File: src/rtl/gpdc_pkg.sv
`default_nettype none
package gpdc_pkg;

  // Predictor geometry
  localparam int INDEX_BITS    = 16;
  localparam int SELECT_BITS   = 1;
  localparam int CACHE_ENTRIES = 64;
  localparam int BLOCK_ENTRIES = 512;

  localparam int PC_W      = 32;
  localparam int CTR_W     = 2;
  localparam int LIMIT_W   = 2;
  localparam int MCNT_W    = 2;
  localparam int SLOT_W    = $clog2(CACHE_ENTRIES);
  localparam int AGE_W     = $clog2(CACHE_ENTRIES);
  localparam int CTR_AW    = INDEX_BITS + SELECT_BITS;
  localparam int CTR_DEPTH = 2 ** CTR_AW;
  localparam int BLK_AW    = $clog2(BLOCK_ENTRIES);
  localparam int BLK_CW    = BLK_AW + 1;

  localparam logic [AGE_W-1:0]   AGE_MAX   = AGE_W'(CACHE_ENTRIES - 1);
  localparam logic [CTR_W-1:0]   CTR_MAX   = '1;
  localparam logic [MCNT_W-1:0]  MCNT_MAX  = '1;
  localparam logic [BLK_CW-1:0]  BLK_FULL  = BLK_CW'(BLOCK_ENTRIES);
  localparam logic [LIMIT_W-1:0] LIMIT_RST = 2'd3;

  // Register map (word index)
  localparam logic REG_LIMIT = 1'b0;

  typedef enum logic {
    OP_PREDICT = 1'b0,
    OP_UPDATE  = 1'b1
  } op_t;

  typedef struct packed {
    op_t             op;
    logic [PC_W-1:0] pc;
    logic            taken;
    logic            pred;
  } item_t;

  // Queue head as seen by the back end
  typedef struct packed {
    logic  valid;
    item_t item;
  } queue_head_t;

  // Back end status toward the front end
  typedef struct packed {
    logic pop;
    logic clearing;
  } back_status_t;

  typedef logic [CACHE_ENTRIES-1:0] slot_vec_t;

  // Isolate the lowest set bit
  function automatic slot_vec_t first_one(input slot_vec_t v);
    return v & (~v + slot_vec_t'(1));
  endfunction

  function automatic logic [SLOT_W-1:0] onehot_to_slot(input slot_vec_t v);
    logic [SLOT_W-1:0] s;
    s = '0;
    for (int i = 0; i < CACHE_ENTRIES; i++) begin
      if (v[i]) s = s | SLOT_W'(i);
    end
    return s;
  endfunction

endpackage
`default_nettype wire

File: src/rtl/gpdc_front.sv
`default_nettype none
module gpdc_front
  import gpdc_pkg::*;
(
  input  wire          clk,
  input  wire          rst,
  input  wire          start,
  input  item_t        in_item,
  input  back_status_t status,
  output logic         busy,
  output queue_head_t  head
);

  // Two-entry queue between command port and back end
  item_t       slots [2];
  logic        rd_ptr;
  logic        wr_ptr;
  logic [1:0]  fill;
  logic        push;
  logic        pop;

  assign busy = (fill == 2'd2) || status.clearing;
  assign push = start && !busy;
  assign pop  = status.pop && (fill != 2'd0);

  assign head.valid = (fill != 2'd0);
  assign head.item  = slots[rd_ptr];

  always_ff @(posedge clk) begin
    if (push) slots[wr_ptr] <= in_item;
  end

  always_ff @(posedge clk) begin
    if (rst) begin
      rd_ptr <= 1'b0;
      wr_ptr <= 1'b0;
      fill   <= 2'd0;
    end else begin
      if (push) wr_ptr <= ~wr_ptr;
      if (pop) rd_ptr <= ~rd_ptr;
      fill <= fill + 2'(push) - 2'(pop);
    end
  end

endmodule
`default_nettype wire

File: config.mk
export PLATFORM = sky130hd
export DESIGN_NAME = gpdc_front
export DESIGN_NICKNAME = d
export VERILOG_FILES = /design/src/rtl/gpdc_pkg.sv /design/src/rtl/gpdc_front.sv
export SDC_FILE = /design/constraint.sdc
export NUM_CORES = 1
export LEC_CHECK = 0
export ABC_AREA = 1
export ABC_CLOCK_PERIOD_IN_PS = 2980
export BUFFER_PORTS_ARGS = -buffer_cell sky130_fd_sc_hd__buf_2
export CORE_ASPECT_RATIO = 1.5
export CORE_UTILIZATION = 50
export CTS_CLUSTER_SIZE = 24
export DETAILED_ROUTE_END_ITERATION = 10
export PLACE_DENSITY = 0.79
export REMOVE_ABC_BUFFERS = 1
export SYNTH_ARGS = -nofsm -noshare
export SYNTH_HDL_FRONTEND = slang
export SYNTH_SLANG_ARGS = --single-unit
export TNS_END_PERCENT = 5
File: constraint.sdc
create_clock -name clk -period 2.98 [get_ports clk]
set_clock_uncertainty 0.2 [all_clocks]
set_input_delay 0.149 -clock clk [delete_from_list [all_inputs] [get_ports clk]]
set_output_delay 0.149 -clock clk [all_outputs]
set_load 0.05 [all_outputs]
==> impl_metrics.csv <==
group,metric,value,unit
timing,holdWs,0.0191,ns
timing,drv_slew,0,
critical_path,critical_path_class,"register to primary output",
routing,dr.pass1.iters,3,
pwr,p_per_area,789,nW/um^2
final_layout,nets,315,
synthesis,synth_top_cell_area_share,71.5,%
cts,holdBufCountCts,38,
global_routing,gr-total-overflow,0,
global_routing,grt_pass1_wl,7480,um
pwr,ir_drop,0.582,mV
synthesis,synth_warnings,0,
synthesis,synthesis.area,2940,sq um
final_layout,design_area,3980,sq um
routing,post_drt_wl_per_cell,14.5,um
cts,cts.sinks,75,
timing,slew_headroom,68.8,%
floorplanning,coreArea,5570,sq um
timing,rsz0062_at_grt,"false",
global_routing,grt_pass1_vias,1739,
routing,vias,1658,
global_routing,grt.total_usage,17.4,%
synthesis,ys_ff_latch,75,
routing,wl,5030,um
floorplanning,rows,33,
timing,fmax,480,MHz
cts,cts_inserted_buffers,9,
place,port-buffer-count,76,
timing,final-setup-viol-count,0,
timing,worst_slew_pin_slew,0.468,ns
timing,setup_tns,0,ns
cts,cts_setup_buffers,0,
place,dpl_cell_area,3380,sq um
synthesis,synth_cells,149,
global_routing,grt_max_degree,36,
synthesis,yosysTopAreaCell,"edfxtp_1",
critical_path,critPathRequiredTime,2.63,ns
floorplanning,start_util,52.7,%
critical_path,worstSetupStartpointType,"register",
synthesis,seq_area_frac_synth,74.9,%
run_status,status,"complete, no violations",
timing,timing.final.crit_share,69.9,%
critical_path,crit_fanout,23,
routing,vias_per_cell,4.76,
timing,hold_viol,0,
synthesis,synth.area.top_cells,"edfxtp_1 71%, mux2_4 15%, dfxtp_1 3.4%, buf_12 2.0%, mux2_2 1.9%",
routing,drc,0,
final_layout,final_cells,348,
pwr,power.leakage,0.00161,uW
final_layout,area_growth,35.3,%
cts,clk_pin_slew,0.07,ns
floorplanning,die_width,64.6,um
hold_path,hold_class,"input pin to register",
synthesis,synth_cell_type_count,14,
place,dp_hpwl,2980,um
floorplanning,dieArea,6200,sq um
critical_path,endpoint_kind,"primary output",
run,cap_violations,0,
timing,fin_crit,2.08,ns
cts,htree_num_levels,3,
place,gp_congestion,0.730,
floorplanning,fp.dieH,95.9,um
routing,final_antenna_net_count,0,
final_layout,seq_area,2200,sq um
place,dp_cells,294,
floorplanning,pin_count,77,
cts,cts_tree,"built",
cts,root_buffer,"clkbuf_8",
critical_path,cp.arrival,1.73,ns
final_layout,antenna_cells,0,
final_layout,drive_gt1_share,47.1,%
cts,clockBufferDepth,2,
global_routing,antenna_found_initial,0,
cts,insertion_delay,0.34,ns
routing,drtIter0Drc,35,
synthesis,avgSynthCellArea,19.7,sq um
final_layout,num-fill-cells,373,
cts,cts_resized,0,
pwr,power,3140,uW
final_layout,multi_input_area,633,sq um
[report_power, final]
part	switching, uW	total [uW]	internal [uW]
clock network	349	821	472
logic	658	1010	356
registers	54.7	1300	1250
total	1060	3140	2080
[kinds of logic after synthesis]
family	count (synthesis)	share of synthesized area [%]
muxes	35	17.2
adders and majority gates	2	0.851
and+or+nand+nor	20	2.77
AOI/OAI and AO/OA	2	0.425
DFF	75	74.9
buffers and inverters	15	3.83
[synthesized netlist by cell type, drive strengths merged]
master,instances
inv,11
nand2,9
mux2,35
nand4,1
ha,2
nand3,3
o21a,1
buf,4
a21oi,1
dfxtp,5
edfxtp,70
nor2,7
[registers in the layout, indices dropped and copies added, names as in the netlist, named ones only]
signal  count
rd_ptr      1
slots      70
wr_ptr      1
fill        2
[metal layers]
metal	GRT usage [%]	share of wire (%)	up-vias
met5	0	0	-
met3	6.40	4.3	22
met4	12.0	4.9	0
met1	15.9	36	775
met2	31.4	54	58
li1	-	-	803
[per-stage QoR]
step | worst slack, ns | util, %
3_5_place_dp | 1.14 | 60.7
3_3_place_gp | 1.25 | 60.7
4_1_cts | 0.858 | 71.4
5_1_grt | 0.813 | 71.4
2_1_floorplan | 0.287 | -
6_report | 0.898 | 71.4
[area by class of cell]
| class | count | share of cell area [%] |
|---|---|---|
| clock buffer | 10 | 3.21 |
| clock inverter | 6 | 2.26 |
| inverter | 11 | 1.04 |
| multi-input combinational | 59 | 15.9 |
| sequential | 75 | 55.4 |
| tap | 70 | 2.20 |
| timing repair buffer | 117 | 20.0 |
[final timing paths]
check	cells after the start	slack (ns)	end	start
worst max-delay path	3	0.90	head[27]	register
worst min-delay path	5	0.02	wr_ptr	status[0]
worst max register to register	10	1.11	fill[1]	fill[0]
worst min register to register	2	0.33	register	rd_ptr
[worst max-delay path, stage by stage, from the launching register on]
cell and delay (ns):
dfxtp_2 0.58, buf_12 0.27, mux2_4 0.32, buf_2 0.21
[layout by cell type, fill, tap and decap left out, drive strengths merged]
cell         instances
edfxtp              70
clkinvlp             1
dlygate4sd3         38
buf                 79
mux2                35
dfxtp                5
bufinv               2
nand3                3
inv                 11
a21oi                1
ha                   2
nand2                9
o21a                 1
nand4                1
nor2                 7
clkbuf              10
clkinv               3
Note: power is estimated with default switching activity, not from simulation.
